--- src/hw/rtl/iltd_pkg.sv ---
// Shared types and constants for the ID/length-table packet deframer.
// Used by iltd_ctrl, iltd_dpath and id_length_table_packet_deframer.
`default_nettype none

package iltd_pkg;

  localparam logic [7:0] ID_RESERVED = 8'hFF;

  // Result status codes.
  localparam logic [2:0] STS_REGISTERED = 3'd0;
  localparam logic [2:0] STS_REJECTED   = 3'd1;
  localparam logic [2:0] STS_HEADER     = 3'd2;
  localparam logic [2:0] STS_PAYLOAD    = 3'd3;
  localparam logic [2:0] STS_UNKNOWN    = 3'd4;
  localparam logic [2:0] STS_DISCARDED  = 3'd5;

  // Input item commands.
  localparam logic CMD_DATA     = 1'b0;
  localparam logic CMD_REGISTER = 1'b1;

  typedef struct packed {
    logic        cmd;
    logic [7:0]  data_byte;
    logic        chunk_end;
    logic [7:0]  entry_id;
    logic [15:0] entry_size;
  } in_item_t;

  typedef struct packed {
    logic [2:0] status;
    logic [7:0] packet_id;
    logic [3:0] matched_index;
    logic [7:0] payload_byte;
    logic [9:0] byte_index;
    logic [9:0] payload_len;
    logic       last;
  } out_item_t;

  // Controller to datapath: load the result register and apply the
  // state update that belongs to the chosen status.
  typedef struct packed {
    logic       load;
    logic [2:0] code;
  } dp_cmd_t;

  // Datapath to controller.
  typedef struct packed {
    logic hit;       // header byte matches a registered entry
    logic reg_ok;    // register item may be appended
    logic hdr_zero;  // matched entry has zero payload length
    logic pay_done;  // current payload byte is the packet's last
  } dp_status_t;

endpackage

`default_nettype wire

--- src/hw/rtl/iltd_dpath.sv ---
// Datapath: ID/size tables, lookup, packet counters and result register.
// Depends on iltd_pkg; driven by commands from iltd_ctrl.
`default_nettype none

module iltd_dpath import iltd_pkg::*; #(
  parameter int TABLE_DEPTH = 16,
  parameter int MAX_PAYLOAD = 1023
) (
  input  wire logic       clk,
  input  wire logic       rst_n,
  input  wire in_item_t   item,
  input  wire dp_cmd_t    cmd,
  output      dp_status_t sts,
  output      out_item_t  result
);

  localparam int IW = (TABLE_DEPTH > 1) ? $clog2(TABLE_DEPTH) : 1;
  localparam int CW = $clog2(TABLE_DEPTH + 1);
  localparam int LW = $clog2(MAX_PAYLOAD + 1);

  logic [7:0]    id_table   [TABLE_DEPTH];
  logic [LW-1:0] size_table [TABLE_DEPTH];

  logic [CW-1:0] entry_count_r,    entry_count_nxt;
  logic [7:0]    current_id_r,     current_id_nxt;
  logic [IW-1:0] current_index_r,  current_index_nxt;
  logic [LW-1:0] expected_len_r,   expected_len_nxt;
  logic [LW-1:0] received_count_r, received_count_nxt;
  out_item_t     result_r,         result_nxt;

  logic [TABLE_DEPTH-1:0] match;
  logic [IW-1:0]          hit_slot;
  logic [LW-1:0]          slot_len;
  logic [LW:0]            next_pos;

  // Parallel compare against every filled entry; the lowest index wins.
  always_comb begin
    hit_slot = '0;
    for (int i = 0; i < TABLE_DEPTH; i++) begin
      match[i] = (CW'(i) < entry_count_r) && (id_table[i] == item.data_byte);
    end
    for (int i = TABLE_DEPTH - 1; i >= 0; i--) begin
      if (match[i]) begin
        hit_slot = IW'(i);
      end
    end
  end

  assign slot_len = size_table[hit_slot];
  assign next_pos = {1'b0, received_count_r} + (LW+1)'(1);

  assign sts.hit      = |match;
  assign sts.reg_ok   = (item.entry_id != ID_RESERVED) &&
                        (entry_count_r < CW'(TABLE_DEPTH)) &&
                        (item.entry_size <= 16'(MAX_PAYLOAD));
  assign sts.hdr_zero = (slot_len == '0);
  assign sts.pay_done = (next_pos >= {1'b0, expected_len_r});

  always_comb begin
    entry_count_nxt    = entry_count_r;
    current_id_nxt     = current_id_r;
    current_index_nxt  = current_index_r;
    expected_len_nxt   = expected_len_r;
    received_count_nxt = received_count_r;
    result_nxt         = '0;
    result_nxt.status  = cmd.code;
    case (cmd.code)
      STS_REGISTERED: begin
        entry_count_nxt          = entry_count_r + CW'(1);
        result_nxt.packet_id     = item.entry_id;
        result_nxt.matched_index = 4'(entry_count_r);
        result_nxt.payload_len   = item.entry_size[9:0];
      end
      STS_REJECTED: begin
        result_nxt.packet_id = item.entry_id;
      end
      STS_HEADER: begin
        current_id_nxt           = item.data_byte;
        current_index_nxt        = hit_slot;
        expected_len_nxt         = slot_len;
        received_count_nxt       = '0;
        result_nxt.packet_id     = item.data_byte;
        result_nxt.matched_index = 4'(hit_slot);
        result_nxt.payload_len   = 10'(slot_len);
        result_nxt.last          = sts.hdr_zero;
      end
      STS_PAYLOAD: begin
        received_count_nxt       = sts.pay_done ? '0 : next_pos[LW-1:0];
        result_nxt.packet_id     = current_id_r;
        result_nxt.matched_index = 4'(current_index_r);
        result_nxt.payload_byte  = item.data_byte;
        result_nxt.byte_index    = 10'(received_count_r);
        result_nxt.payload_len   = 10'(expected_len_r);
        result_nxt.last          = sts.pay_done;
      end
      STS_UNKNOWN: begin
        result_nxt.packet_id = item.data_byte;
      end
      default: begin
        result_nxt.status = cmd.code;
      end
    endcase
  end

  always_ff @(posedge clk) begin
    if (!rst_n) begin
      entry_count_r    <= '0;
      current_id_r     <= ID_RESERVED;
      current_index_r  <= '0;
      expected_len_r   <= '0;
      received_count_r <= '0;
    end else if (cmd.load) begin
      entry_count_r    <= entry_count_nxt;
      current_id_r     <= current_id_nxt;
      current_index_r  <= current_index_nxt;
      expected_len_r   <= expected_len_nxt;
      received_count_r <= received_count_nxt;
    end
  end

  // Tables hold no reset; only entries below the fill count are looked at.
  always_ff @(posedge clk) begin
    if (cmd.load && (cmd.code == STS_REGISTERED)) begin
      id_table[entry_count_r[IW-1:0]]   <= item.entry_id;
      size_table[entry_count_r[IW-1:0]] <= item.entry_size[LW-1:0];
    end
  end

  always_ff @(posedge clk) begin
    if (cmd.load) begin
      result_r <= result_nxt;
    end
  end

  assign result = result_r;

endmodule

`default_nettype wire

--- src/hw/rtl/iltd_ctrl.sv ---
// Controller: framing state machine and result handshake.
// Depends on iltd_pkg; commands iltd_dpath.
`default_nettype none

module iltd_ctrl import iltd_pkg::*; (
  input  wire logic       clk,
  input  wire logic       rst_n,
  input  wire logic       in_valid,
  input  wire logic       item_cmd,
  input  wire logic       chunk_end,
  input  wire logic       out_stall,
  input  wire dp_status_t sts,
  output      logic       in_stall,
  output      logic       out_valid,
  output      dp_cmd_t    cmd
);

  localparam logic [1:0] S_HEADER  = 2'd0;
  localparam logic [1:0] S_PAYLOAD = 2'd1;
  localparam logic [1:0] S_DISCARD = 2'd2;

  logic [1:0] state_r, state_nxt;
  logic       out_valid_r, out_valid_nxt;
  logic       accept;

  // A new beat is taken whenever the result register is empty or draining.
  assign in_stall = out_valid_r && out_stall;
  assign accept   = in_valid && !in_stall;

  always_comb begin
    state_nxt = state_r;
    cmd.load  = accept;
    cmd.code  = STS_DISCARDED;
    if (item_cmd == CMD_REGISTER) begin
      cmd.code = sts.reg_ok ? STS_REGISTERED : STS_REJECTED;
    end else begin
      case (state_r)
        S_DISCARD: begin
          cmd.code = STS_DISCARDED;
          if (chunk_end) begin
            state_nxt = S_HEADER;
          end
        end
        S_PAYLOAD: begin
          cmd.code = STS_PAYLOAD;
          if (sts.pay_done) begin
            state_nxt = S_HEADER;
          end
        end
        default: begin
          if (sts.hit) begin
            cmd.code = STS_HEADER;
            if (!sts.hdr_zero) begin
              state_nxt = S_PAYLOAD;
            end
          end else begin
            cmd.code = STS_UNKNOWN;
            if (!chunk_end) begin
              state_nxt = S_DISCARD;
            end
          end
        end
      endcase
    end
  end

  assign out_valid_nxt = accept || (out_valid_r && out_stall);

  always_ff @(posedge clk) begin
    if (!rst_n) begin
      state_r     <= S_HEADER;
      out_valid_r <= 1'b0;
    end else begin
      out_valid_r <= out_valid_nxt;
      if (accept) begin
        state_r <= state_nxt;
      end
    end
  end

  assign out_valid = out_valid_r;

endmodule

`default_nettype wire

--- src/hw/rtl/id_length_table_packet_deframer.sv ---
// Output: a result beat is registered and valid in the cycle after its input beat is taken.
// Throughput: one input beat per cycle unless out_stall holds a valid result;
// the result register refills in the cycle it is drained, and the ID lookup is
// one parallel compare of the table. Reset (rst_n low, synchronous): table
// emptied, framer awaits a header, result register empty.
`default_nettype none

module id_length_table_packet_deframer import iltd_pkg::*; #(
  parameter int TABLE_DEPTH = 16,
  parameter int MAX_PAYLOAD = 1023
) (
  input  wire logic      clk,
  input  wire logic      rst_n,
  input  wire logic      in_valid,
  output      logic      in_stall,
  input  wire in_item_t  in_data,
  output      logic      out_valid,
  input  wire logic      out_stall,
  output      out_item_t out_data
);

  dp_cmd_t    cmd;
  dp_status_t sts;

  iltd_ctrl u_ctrl (
    .clk       (clk),
    .rst_n     (rst_n),
    .in_valid  (in_valid),
    .item_cmd  (in_data.cmd),
    .chunk_end (in_data.chunk_end),
    .out_stall (out_stall),
    .sts       (sts),
    .in_stall  (in_stall),
    .out_valid (out_valid),
    .cmd       (cmd)
  );

  iltd_dpath #(
    .TABLE_DEPTH (TABLE_DEPTH),
    .MAX_PAYLOAD (MAX_PAYLOAD)
  ) u_dpath (
    .clk    (clk),
    .rst_n  (rst_n),
    .item   (in_data),
    .cmd    (cmd),
    .sts    (sts),
    .result (out_data)
  );

endmodule

`default_nettype wire
--- config.mk ---
export PLATFORM = sky130hd
export DESIGN_NAME = id_length_table_packet_deframer
export DESIGN_NICKNAME = d
export VERILOG_FILES = /design/src/hw/rtl/iltd_pkg.sv /design/src/hw/rtl/iltd_dpath.sv /design/src/hw/rtl/iltd_ctrl.sv /design/src/hw/rtl/id_length_table_packet_deframer.sv
export SDC_FILE = /design/constraint.sdc
export NUM_CORES = 1
export LEC_CHECK = 0
export BUFFER_PORTS_ARGS = -buffer_cell sky130_fd_sc_hd__buf_2
export CORE_MARGIN = 1.5
export CORE_UTILIZATION = 45
export CTS_CLUSTER_SIZE = 14
export DETAILED_ROUTE_END_ITERATION = 12
export PLACE_DENSITY_LB_ADDON = 0.3
export SLEW_MARGIN = 5
export SYNTH_ARGS = -nofsm -noshare
export SYNTH_HDL_FRONTEND = slang
export SYNTH_SLANG_ARGS = --single-unit
--- constraint.sdc ---
create_clock -name clk -period 6.1 [get_ports clk]
set_clock_uncertainty 0.15 [all_clocks]
set_input_delay 0.305 -clock clk [delete_from_list [all_inputs] [get_ports clk]]
set_output_delay 0.305 -clock clk [all_outputs]
set_load 0.02 [all_outputs]
After elaboration in Yosys (flattened, before gate mapping)

Memory sizes are Yosys's and may differ from the RTL's.
Index checks and enable logic that the tools add are counted.

Add/subtract/negate cells: 2
$lt $le $gt $ge: 19
Equal/unequal tests: 27
Multiplexer cells: 34
Bitwise operators: 1
Reductions and logical operators: 33

Operators with widths:

| kind                    | number |
|---|---|
| $eq A8 B8 Y1            | 16 |
| $mux W4                 | 16 |
| $lt A4 B5 Y1 const A    | 8 |
| $pmux W10 S3            | 1 |
| $pmux W8 S3             | 1 |
| $logic_and A1 B1 Y1     | 21 |
| $lt A3 B5 Y1 const A    | 4 |
| $pmux W10 S2            | 1 |
| $le A16 B10 Y1 const B  | 1 |
| $reduce_or A16 Y1       | 1 |
| $pmux W4 S3             | 1 |
| $add A10 B1 Y11 const B | 1 |
| $ge A11 B10 Y1          | 1 |
| $logic_not A10 Y1       | 1 |
| $lt A1 B5 Y1 const A    | 2 |
| $lt A2 B5 Y1 const A    | 2 |
| $mux W10                | 1 |
| $mux W2                 | 5 |
| $ne A8 B8 Y1 const B    | 1 |
| $eq A3 B2 Y1 const B    | 2 |
| $mux W3                 | 2 |
| $pmux W3 S2             | 1 |
| $reduce_and A2 Y1       | 3 |
| $reduce_and A6 Y1       | 1 |
| 19 further kinds        | 22 |

Bits in registers: 84
Bits in writable memories: 288
Output and inout bits: 46
Logic and storage cells: 132
Memories: 2

Memories:

| memory             | depth | bits a word | read ports | clocked after memory_dff | wr ports | RTL line         | source |
|---|---|---|---|---|---|---|---|
| u_dpath.size_table | 16    | 10          | 1          | 0                        | 1        | iltd_dpath.sv:22 | `logic [LW-1:0] size_table [TABLE_DEPTH];` |
| u_dpath.id_table   | 16    | 8           | 16         | 0                        | 1        | iltd_dpath.sv:21 | `logic [7:0] id_table [TABLE_DEPTH];` |

Depth between registers and ports, before layout

Gate-level depths: netlist of run 1.
An unclocked memory read counts as a cell.

Depth in word-level cells: 24
Mapped depth: 18
Gate-level depth less buffers: 14

Hierarchy

Synthesis of run 1 repeated with hierarchy kept, for this count alone.

Cells, all modules: 1,218
Area total of the unflattened synthesis: 16,877.4 um2

Modules (own cells, without submodules):

| module     | times used | cells each | area an instance (um2) | seq. area each (um2) |
|---|---|---|---|---|
| iltd_dpath | 1          | 1,189      | 16,636.0               | 10,710.3 |
| iltd_ctrl  | 1          | 29         | 241.5                  | 60.1 |

Worst setup path before layout of run 1

OpenSTA, ideal clock, no wires.

Path type: reg-to-reg
Start: register u_ctrl.out_valid_r, in the netlist u_ctrl.out_valid
End: memory u_dpath.id_table[3][0], enable pin
Setup time: 416 ps
Arrival time: 4,067 ps
Data required time: 5,534 ps
Setup slack: 1,467 ps
Cell stages (with the launch flop): 8
Clock period less this slack: 4,633 ps
Path through: dfxtp_1 > and2_1 > nor2b_1 > clkbuf_1 > and2_1 > clkbuf_1 > nand2_1 > nor3_1

RTL lines:

| item                   | RTL line         | source |
|---|---|---|
| start, declared        | iltd_ctrl.sv:23  | `logic out_valid_r, out_valid_nxt;` |
| start signal, assigned | iltd_ctrl.sv:74  | `out_valid_r <= out_valid_nxt;` |
| end, declared          | iltd_dpath.sv:21 |  |

==> results of run 1 <==
[area by class of cell]
type	instances	area, um^2	share of cell area, %
Sequential cell	372	10800	57.9
Inverter	40	150	0.807
Clock inverter	24	203	1.09
Clock buffer	46	1040	5.61
Antenna cell	1	2.50	0.0134
Timing Repair Buffer	114	671	3.60
Tap cell	461	577	3.10
Multi-Input combinational cell	696	5190	27.9
[worst max-delay path, stage by stage, from the launching register on]
cell,delay (ns)
dfxtp_1,0.74
nor2_1,0.31
a311o_1,0.43
nor4_1,0.43
nand3_1,0.10
nor3b_2,0.19
a21oi_4,0.80
buf_4,0.44
mux4_2,0.54
a22oi_1,0.14
o41ai_1,0.09
a21oi_1,0.24
nor3_1,0.09
nand3_1,0.17
o22ai_1,0.10
[registers in the layout (all words and copies together) (netlist names)]
register	count
u_ctrl.out_valid	1
u_ctrl.state_r	2
u_dpath.current_id_r	8
u_dpath.current_index_r	4
u_dpath.entry_count_r	5
u_dpath.expected_len_r	10
u_dpath.id_table	128
u_dpath.received_count_r	10
u_dpath.result	44
u_dpath.size_table	160
[cell families (layout without fill, tap and decap cells)]
logic type / Yosys count / after routing
AO/OA/AOI/OAI: 130 / 130
adder cells (fa/ha/maj): 17 / 17
XOR/XNOR: 138 / 138
other: 0 / 1
buffers and inverters: 100 / 224
multiplexers: 105 / 105
AND/OR/NAND/NOR: 306 / 306
flip-flops: 372 / 372
[metrics by stage]
| step | std cells | utilization (%) | area [um^2] | hold slack (ns) | power [mW] |
|---|---|---|---|---|---|
| after floorplan | 1168 | - | 16500 | 0.254 | 3.00 |
| final | 1754 | 52.1 | 18600 | 0.0372 | 5.35 |
| after detailed placement | 1679 | 48.5 | 17300 | 0.309 | 3.09 |
| after global placement | 1679 | 48.5 | 17300 | 0.300 | 3.08 |
| after global routing | 1753 | 52.1 | 18600 | 0.0358 | 5.50 |
| after CTS | 1753 | 52.1 | 18600 | 0.0233 | 5.39 |
[repair_timing]
action                                 4_1_cts  5_1_grt
hold buffers                                 4        0
buffers inserted                             0        0
endpoints found under the hold margin       17        0
[how the worst min path moves through the flow]
stage / end / start
after detailed placement: u_dpath.current_id_r[3] / u_dpath.current_id_r[3]
after global placement: u_dpath.current_id_r[6] / u_dpath.current_id_r[6]
final: u_dpath.size_table[8][5] / in_data[5]
after global routing: u_dpath.size_table[14][1] / in_data[1]
after CTS: u_dpath.size_table[3][7] / in_data[7]
after floorplan: u_dpath.id_table[0][0] / in_data[16]
[power groups by stage]
stage               clock [mW]  sequential (mW)  combinational, mW
floorplan                    0             2.88              0.116
global placement             0             2.86              0.228
detailed placement           0             2.86              0.232
CTS                       2.35             2.80              0.235
global route              2.44             2.80              0.253
finish                    2.31             2.80              0.234
[cells in the final DEF (no fill, tap or decap), drive strengths merged, types with 19 or more instances in the layout]
master and n:
a222oi 20, and2 29, buf 110, clkbuf 46, dfxtp 40, edfxtp 332, inv 41, mux2i 97
nand2 79, nand3 25, nand4 28, nor2 62, nor4 19, xnor2 89, xor2 49
[routing by layer]
layer	share of wire, %	vias up	routed length [um]	GRT usage [%]
met3	6.9	60	2660	3.44
met2	47	382	17900	32.6
met4	2.3	0	894	6.08
met1	44	4897	17000	29.2
li1	-	4538	-	-
met5	0	-	0	0
==> out/results.tsv, run 1 <==
stage	metric	value	unit
worst_setup_path	regToRegEndpoint	u_dpath.result[0]	
pwr	p_seq_share	52.4	%
drt	vias_per_cell	5.63	
drt	dr.pass1.iters	9	
drt	routedWlPerCell	21.9	um
worst_setup_path	critPathCapture	u_dpath.result[0]	
synthesis	synth_xor_area_share	7.39	%
final_layout	syn_to_final_growth	13.1	%
final_layout	n_fill_cell	2961	
worst_setup_path	crit_fanout	24	
pwr	power_density	287	nW/um^2
timing	fin_ws	0.835	ns
timing	hold_violations	0	
final_layout	nNetsFinal	1318	
drt	drc_errors	0	
clock_network	cts_tree	done	
final_layout	drive_gt1_share	15.9	%
floorplan	die_h	194	um
floorplan	dieArea	37700	um^2
synthesis	syn_avg_cell_area	14.1	um^2
worst_setup_path	startpoint_type	flip-flop	
synthesis	yosys_most_used_dff	edfxtp_1	
global_route	grt_overflow_total	0	
worst_setup_path	critPathCaptureType	flip-flop	
pwr	intPower	4.22	mW
synthesis	synth_seq_area_share	65.4	%
drt	ant_nets	0	
pwr	leakage	6.81	nW
timing	rsz0062_at_grt	false	
pwr	pwr-share-comb	4.4	%
floorplan	die_w	194	um
clock_network	cts.clk_slew.worst_paths	0.06	ns
synthesis	synth_top_family_by_area	simple AND/OR/NAND/NOR gates	
global_route	antenna_found_initial	1	
timing	slew_headroom	33.5	%
timing	worstMarginPinSlew	0.995	ns
timing	slew_violations	0	
timing	fmax	190	MHz
drt	route.final.wire_length	38400	um
place	place.gp.congestion	0.883	
global_route	grt_pass1_wl	58900	um
synthesis	synth_top_cell_by_area	edfxtp_1	
place	dpl_worst_slack	0.842	ns
flow_run	drv_cap	0	
synthesis	synthArstFlopShare	0	%
synthesis	syn_area	16500	um^2
place	place.detailed.hpwl	23600	um
clock_network	cts_resized	0	
outcome	status	finished clean	
timing	finalCriticalPeriod	5.27	ns
worst_setup_path	rr_startpoint	u_dpath.entry_count_r[3]	
pwr	power_switching_share	21.1	%
synthesis	synthTopCellsByArea	edfxtp_1, mux2i_1, dfxtp_1	
worst_setup_path	crit_path_start	u_dpath.entry_count_r[3]	
clock_network	clock_latency	0.54	ns
drt	first_iter_violations	913	
synthesis	synth_mux_area_share	6.93	%
synthesis	netlist_top_cells_count	edfxtp_1, mux2i_1, xnor2_1, nand2_1, nor2_1	
pwr	p_clk_share	43.2	%
floorplan	ioPinCount	84	
floorplan	rows	69	
pwr	peakVddDrop	204	uV
worst_setup_path	r2r_slack	0.83	ns
synthesis	synth_edf_count	332	
drt	vias	9877	
global_route	grt_max_degree	52	
timing	setup_viol	0	
synthesis	synth_compound_area_share	6.00	%
clock_network	cts_buffers	39	
clock_network	clkSinkCount	372	
synthesis	ys_warn_count	0	
global_route	track_usage	20.6	%
timing	finalCritPeriodShare	86.3	%
worst_setup_path	worstRegToRegCells	14	
worst_hold_path	hold_depth	1	
synthesis	synth_cell_types	64	
floorplan	coreArea	35700	um^2
worst_setup_path	arrival	5.39	ns
timing	fin_setup_tns	0	ns
clock_network	cts-root-buf	clkbuf_16	
pwr	switchingPower	1.13	mW
synthesis	yosys.area_share.simple	9.50	%
worst_setup_path	path_class	reg -> reg	
place	port_buffers	83	
worst_setup_path	cp.required	6.23	ns
synthesis	syn_inst	1168	
clock_network	cts_max_level	2	
synthesis	ys_ff_latch	372	
worst_hold_path	hp-class	in -> reg	
synthesis	synthAdderAreaFrac	1.29	%
global_route	grt_pass1_vias	9728	
synthesis	syn_nets	1223	
clock_network	clock_path_buffers	3	
synthesis	synth_top_area_share	60.6	%
floorplan	floorplan.initialDensity	46.0	%
synthesis	yosysMostFrequentCell	edfxtp_1	
Power figures use the tool's default switching activity.
==> run 2: changes to the inputs <==
--- a/config.mk
+++ b/config.mk
@@ -5,7 +5,9 @@
 export SDC_FILE = /design/constraint.sdc
 export NUM_CORES = 1
 export LEC_CHECK = 0
+export ABC_AREA = 1
 export BUFFER_PORTS_ARGS = -buffer_cell sky130_fd_sc_hd__buf_2
+export CORE_ASPECT_RATIO = 0.5
 export CORE_MARGIN = 1.5
 export CORE_UTILIZATION = 45
 export CTS_CLUSTER_SIZE = 14
==> constraint.sdc (replaced) <==
create_clock -name clk -period 4.35 [get_ports clk]
set_clock_uncertainty 0.15 [all_clocks]
set_input_delay 0.2175 -clock clk [delete_from_list [all_inputs] [get_ports clk]]
set_output_delay 0.2175 -clock clk [all_outputs]
set_load 0.02 [all_outputs]
==> run 2 against run 1 <==
Against the previous run:
- area after synthesis increased by 3.9%
- via count increased by 24%
- power increased by 39%
- critical endpoint is now u_ctrl.state_r[1]
==> out/results.tsv, run 2 <==
stage	metric	value	unit	change
synthesis	synth_top_cell_by_area	edfxtp_1		unchanged
timing	finalCritPeriodShare	92.0	%	was 86.3%
worst_setup_path	critPathCaptureType	flip-flop		unchanged
worst_setup_path	crit_fanout	27		was 24
synthesis	syn_nets	1679		was 1223
final_layout	drive_gt1_share	14.5	%	was 15.9%
floorplan	dieArea	39300	um^2	was 37700 um^2
global_route	grt_overflow_total	0		unchanged
worst_setup_path	cp.required	4.65	ns	was 6.23 ns
final_layout	insertedDiodeCount	0		was 1
worst_setup_path	startpoint_type	flip-flop		unchanged
timing	fin_setup_tns	0	ns	unchanged
synthesis	syn_inst	1624		was 1168
synthesis	syn_area	17100	um^2	was 16500 um^2
timing	fin_ws	0.349	ns	was 0.835 ns
timing	hold_violations	0		unchanged
floorplan	die_w	279	um	was 194 um
clock_network	cts_tree	done		unchanged
global_route	track_usage	23.0	%	was 20.6%
global_route	antenna_found_initial	0		was 1
pwr	power_density	379	nW/um^2	was 287 nW/um^2
drt	route.final.wire_length	45100	um	was 38400 um
final_layout	largest_reg_flops	160		unchanged
timing	setup_viol	0		unchanged
pwr	peakVddDrop	186	uV	was 204 uV
pwr	total_power	7.45	mW	was 5.35 mW
timing	slew_violations	0		unchanged
floorplan	rows	50		was 69
floorplan	die_h	141	um	was 194 um
clock_network	clkSinkCount	372		unchanged
synthesis	synthArstFlopShare	0	%	unchanged
clock_network	cts.clk_slew.worst_paths	0.07	ns	was 0.06 ns
global_route	grt_pass1_vias	11600		was 9728
global_route	grt_pass1_wl	68300	um	was 58900 um
flow_run	drv_cap	0		unchanged
synthesis	synth_seq_area_share	63.0	%	was 65.4%
drt	first_iter_violations	1340		was 913
final_layout	syn_to_final_growth	14.8	%	was 13.1%
timing	rsz0062_at_grt	false		unchanged
place	port_buffers	83		unchanged
clock_network	clock_latency	0.54	ns	about the same
final_layout	final_common_cell	edfxtp_1		unchanged
timing	slew_headroom	44.6	%	was 33.5%
synthesis	ys_ff_latch	372		unchanged
synthesis	synth_edf_count	332		unchanged
floorplan	ioPinCount	84		unchanged
place	dpl_worst_slack	0.309	ns	was 0.842 ns
synthesis	synthTopCellsByArea	edfxtp_1, nand2_1, dfxtp_1		was edfxtp_1, mux2i_1, dfxtp_1
timing	worstMarginPinSlew	0.825	ns	was 0.995 ns
synthesis	synth_top_area_share	58.3	%	was 60.6%
synthesis	netlist_top_cells_count	edfxtp_1, nand2_1, inv_1, nand3_1, nor2_1		was edfxtp_1, mux2i_1, xnor2_1, nand2_1, nor2_1
clock_network	clock_path_buffers	3		unchanged
timing	finalCriticalPeriod	4.00	ns	was 5.27 ns
place	place.gp.congestion	0.944		was 0.883
timing	hold_slack	0.0246	ns	was 0.0372 ns
clock_network	cts_buffers	36		was 39
clock_network	cts_max_level	2		unchanged
clock_network	post_cts_buffers	0		unchanged
drt	ant_nets	0		unchanged
synthesis	yosys_most_used_dff	edfxtp_1		unchanged
final_layout	final_cell_mix	edfxtp_1, nand2_1, inv_1		was edfxtp_1, mux2i_1, xnor2_1
clock_network	cts-root-buf	clkbuf_16		unchanged
synthesis	yosysMostFrequentCell	edfxtp_1		unchanged
drt	routedWlPerCell	19.8	um	was 21.9 um
worst_setup_path	path_class	reg -> reg		unchanged
drt	dr.pass1.iters	5		was 9
drt	drc_errors	0		unchanged
drt	vias_per_cell	5.37		was 5.63
synthesis	syn_avg_cell_area	10.5	um^2	was 14.1 um^2
worst_hold_path	hp-class	in -> reg		unchanged
place	place.detailed.hpwl	29100	um	was 23600 um
pwr	leakage	7.78	nW	was 6.81 nW
floorplan	floorplan.initialDensity	45.7	%	was 46.0%
drt	vias	12200		was 9877
worst_setup_path	arrival	4.30	ns	was 5.39 ns
timing	fmax	250	MHz	was 190 MHz
synthesis	synth_cell_types	53		was 64
floorplan	coreArea	37400	um^2	was 35700 um^2
global_route	grt_max_degree	48		was 52
synthesis	ys_warn_count	0		unchanged
final_layout	nNetsFinal	1807		was 1318
outcome	status	finished clean		unchanged
[run 2: changes by cell type in the layout (fill, tap and decap cells not counted), moves of 41 or more]
cell / previous run / this run
inv_1: 39 / 206
mux2i_1: 97 / 0
nand2_1: 79 / 322
nand3_1: 25 / 159
nand3b_1: 2 / 43
nor2_1: 50 / 104
xnor2_1: 88 / 32
[run 2: area by class of cell]
| type | count | area (um^2) |
|---|---|---|
| Timing Repair Buffer | 160 | 1090 |
| Inverter | 218 | 818 |
| Clock buffer | 46 | 960 |
| Tap cell | 494 | 618 |
| Sequential cell | 372 | 10800 |
| Clock inverter | 18 | 184 |
| Fill cell | 3242 | 17800 |
| Multi-Input combinational cell | 964 | 5180 |
[run 2: kinds of logic after synthesis]
group                    after synthesis  share of synthesized area (%)
flip-flops                           372                           63.0
AO/OA/AOI/OAI                        128                           4.95
adder cells (fa/ha/maj)               17                           1.24
XOR/XNOR                              74                           3.79
AND/OR/NAND/NOR                      745                           20.0
buffers and inverters                288                           7.09
[run 2: stage by stage]
stage	instances	utilization, %	area (um^2)
after floorplan	1624	-	17100
after global placement	2193	49.0	18300
after detailed placement	2193	49.0	18300
after CTS	2272	52.5	19600
after global routing	2272	52.5	19600
final	2272	52.5	19600
[run 2: worst max-delay path: stages (launching register included)]
cell and delay, ns:
dfxtp_1 0.41, inv_2 0.11, nor2_2 0.21, inv_2 0.08
nor2_1 0.23, inv_1 0.09, nor2_1 0.18, nor4_1 0.07
nand3_1 0.08, nand2_1 0.16, a31oi_1 0.27, o21bai_1 0.15
a21oi_4 0.22, inv_1 0.08, buf_4 0.24, nand3_1 0.13
nand3_1 0.07, nand3_1 0.11, nand2_1 0.17, nor2_1 0.16
nand3_1 0.15, o21bai_2 0.16, nand2_1 0.07, a21oi_1 0.11
[run 2: worst paths after layout]
kind / startpoint / endpoint / slack [ns] / depth (start not counted)
max: u_dpath.entry_count_r[3] / u_ctrl.state_r[1] / 0.35 / 23
min: in_data[32] / u_dpath.current_id_r[7] / 0.02 / 3
max reg2reg: u_dpath.entry_count_r[3] / u_ctrl.state_r[1] / 0.35 / 23
min reg2reg: u_dpath.current_index_r[3] / u_dpath.current_index_r[3] / 0.32 / 2
[run 2: routing by layer]
metal	global-route usage (%)	up-vias	wire length (um)
met2	36.3	446	20500
met1	32.0	5895	20000
met4	7.98	0	1350
met5	0	-	0
li1	-	5766	-
met3	4.24	101	3280
[run 2: what timing repair did]
item,in CTS,in global routing
hold buffers,15,0
resized for setup,0,2
hold endpoints to repair,178,0
setup endpoints to repair,0,3
[run 2: power breakdown]
group          switching (mW)  total (mW)  internal [mW]  leakage (nW)
clock network            1.35        3.14           1.80         0.559
registers              0.0110        3.93           3.92          3.35
logic                   0.261       0.374          0.113          3.87
total                    1.62        7.45           5.83          7.78
==> run 3: changes to the inputs <==
--- a/config.mk
+++ b/config.mk
@@ -6,13 +6,15 @@
 export NUM_CORES = 1
 export LEC_CHECK = 0
 export ABC_AREA = 1
+export ABC_CLOCK_PERIOD_IN_PS = 4350
 export BUFFER_PORTS_ARGS = -buffer_cell sky130_fd_sc_hd__buf_2
+export CAP_MARGIN = 10
 export CORE_ASPECT_RATIO = 0.5
 export CORE_MARGIN = 1.5
 export CORE_UTILIZATION = 45
 export CTS_CLUSTER_SIZE = 14
 export DETAILED_ROUTE_END_ITERATION = 12
-export PLACE_DENSITY_LB_ADDON = 0.3
+export PLACE_DENSITY_LB_ADDON = 0.2
 export SLEW_MARGIN = 5
 export SYNTH_ARGS = -nofsm -noshare
 export SYNTH_HDL_FRONTEND = slang
==> run 3 against run 2 <==
Against the previous run:
- global-route usage decreased by 0.22 points
- critical path depth up 1
- critical endpoint unchanged
- wire length fell by 1.8%
- flip-flop and latch count is the same
- maximum frequency fell by 2.4%
- combinational power hardly changed
- clock-buffer cell count unchanged
- largest cell class unchanged
- largest power group unchanged
==> out/results.tsv, run 3 (synthesized netlist as in run 2, its figures left out) <==
stage	metric	value	unit	change
outcome	status	finished clean		unchanged
timing	finalCriticalPeriod	4.10	ns	was 4.00 ns
worst_setup_path	arrival	4.39	ns	was 4.30 ns
worst_setup_path	crit_fanout	32		was 27
global_route	antenna_found_initial	0		unchanged
final_layout	insertedDiodeCount	0		unchanged
clock_network	clkSinkCount	372		unchanged
pwr	power_switching_share	22.1	%	was 21.7%
worst_setup_path	startpoint_type	flip-flop		unchanged
place	placed_area	18400	um^2	was 18300 um^2
place	place.gp.congestion	0.893		was 0.944
final_layout	n_fill_cell	3391		was 3242
floorplan	dieArea	39300	um^2	unchanged
floorplan	rows	50		unchanged
floorplan	die_h	141	um	unchanged
clock_network	cts-root-buf	clkbuf_16		unchanged
clock_network	cts_max_level	2		unchanged
drt	dr.pass1.iters	5		unchanged
drt	ant_nets	0		unchanged
timing	slew_violations	0		unchanged
timing	fmax	244	MHz	was 250 MHz
timing	slew_headroom	39.3	%	was 44.6%
worst_hold_path	hp-class	in -> reg		unchanged
pwr	intPower	5.71	mW	was 5.83 mW
pwr	pwr-share-comb	5.1	%	was 5.0%
drt	route.final.wire_length	44300	um	was 45100 um
pwr	switchingPower	1.62	mW	about the same
place	dpl_worst_slack	0.249	ns	was 0.309 ns
floorplan	floorplan.initialDensity	45.7	%	unchanged
pwr	p_clk_share	41.2	%	was 42.2%
pwr	leakage	7.80	nW	was 7.78 nW
drt	first_iter_violations	1168		was 1340
place	port_buffers	83		unchanged
pwr	p_seq_share	53.7	%	was 52.8%
worst_setup_path	critPathCaptureType	flip-flop		unchanged
floorplan	die_w	279	um	unchanged
place	place.detailed.hpwl	29000	um	was 29100 um
flow_run	drv_cap	0		unchanged
worst_setup_path	path_class	reg -> reg		unchanged
timing	setup_viol	0		unchanged
clock_network	cts_tree	done		unchanged
floorplan	ioPinCount	84		unchanged
timing	fin_ws	0.251	ns	was 0.349 ns
pwr	power_density	373	nW/um^2	was 379 nW/um^2
global_route	track_usage	22.7	%	was 23.0%
final_layout	final_cell_mix	edfxtp_1, nand2_1, inv_1		unchanged
global_route	grt_overflow_total	0		unchanged
final_layout	fin_util	52.5	%	about the same
drt	vias_per_cell	5.28		was 5.37
clock_network	clock_path_buffers	3		unchanged
final_layout	final_common_cell	edfxtp_1		unchanged
drt	routedWlPerCell	19.4	um	was 19.8 um
global_route	grt_max_degree	51		was 48
final_layout	largest_reg_flops	160		unchanged
drt	drc_errors	0		unchanged
drt	vias	12000		was 12200
timing	hold_violations	0		unchanged
final_layout	nNetsFinal	1812		was 1807
final_layout	multi_input_area	5200	um^2	was 5180 um^2
pwr	peakVddDrop	192	uV	was 186 uV
final_layout	syn_to_final_growth	14.8	%	about the same
global_route	grt_pass1_wl	68100	um	was 68300 um
clock_network	clock_latency	0.54	ns	about the same
final_layout	design_area	19600	um^2	about the same
global_route	grt_pass1_vias	11400		was 11600
final_layout	drive_gt1_share	15.0	%	was 14.5%
floorplan	coreArea	37400	um^2	unchanged
timing	finalCritPeriodShare	94.2	%	was 92.0%
timing	worstMarginPinSlew	0.905	ns	was 0.825 ns
final_layout	final-seq-area	10800	um^2	unchanged
worst_setup_path	cp.required	4.64	ns	was 4.65 ns
clock_network	cts.clk_slew.worst_paths	0.07	ns	about the same
clock_network	cts_buffers	36		unchanged
run 3: cell types whose count changed in the layout (fill, tap and decap cells not counted), moves of 2 or more:
cell       change
clkinv_1       -2
inv_6          +2
bufinv_16      -3
buf_4          +4
clkbuf_1       -3
clkbuf_8       +3
run 3: what timing repair did:
item	4_1_cts	5_1_grt
setup buffers	0	0
gates resized for setup	0	7
endpoints found under the setup margin	0	3
hold endpoints to repair	190	0
hold buffers	16	0
run 3: metrics by stage:
step	cells	TNS [ns]	power, mW	hold WS (ns)
finish	2276	0	7.32	0.0300
global route	2276	-0.00259	7.54	0.0253
CTS	2276	0	7.38	0.0125
detailed placement	2197	0	4.37	0.309
global placement	2197	0	4.37	0.303
floorplan	1624	0	4.21	0.166
run 3: worst paths after layout:
kind | startpoint | to | slack (ns) | cells after the start
max | u_dpath.entry_count_r[3] | u_ctrl.state_r[1] | 0.25 | 24
min | in_data[18] | u_dpath.id_table[5][2] | 0.03 | 1
max reg2reg | u_dpath.entry_count_r[3] | u_ctrl.state_r[1] | 0.25 | 24
min reg2reg | u_dpath.current_index_r[3] | u_dpath.current_index_r[3] | 0.32 | 2
run 3: worst max-delay path: stages, from the launching register on:
cell      delay (ns)
dfxtp_1         0.42
inv_2           0.11
nor2_2          0.18
inv_2           0.07
nor2_1          0.24
inv_1           0.12
nor2_2          0.19
nor4_1          0.07
nand3_1         0.07
nand2_1         0.16
a31oi_1         0.27
o21bai_1        0.16
a21oi_4         0.17
inv_1           0.09
buf_4           0.26
buf_4           0.23
nand3_1         0.08
nand3_1         0.08
nand3_1         0.11
nand2_1         0.12
nor2_1          0.11
nand2_1         0.15
o21bai_2        0.19
nand2_1         0.06
a21oi_1         0.11
run 3: power by group through the flow:
stage	clock network (mW)	logic [mW]	registers [mW]
3_3_place_gp	0	0.362	4.01
2_1_floorplan	0	0.166	4.04
5_1_grt	3.20	0.406	3.93
6_report	3.02	0.373	3.93
3_5_place_dp	0	0.363	4.01
4_1_cts	3.07	0.375	3.93
run 3: routing by layer:
metal  up-vias  GRT usage [%]  part of all wire (%)
met5         -              0                     0
met4         0           4.81                   1.5
met3        58           3.61                   6.5
met2       361           35.7                    45
met1      5827           33.5                    47
li1       5772              -                     -
run 3: layout make-up:
cell class	instances	share of cell area, %
clock buffers	46	5.04
well taps	494	3.15
multi-input cells	964	26.5
repair buffers	165	5.75
inverters	218	4.17
clock inverters	17	0.593
flip-flops and latches	372	54.8
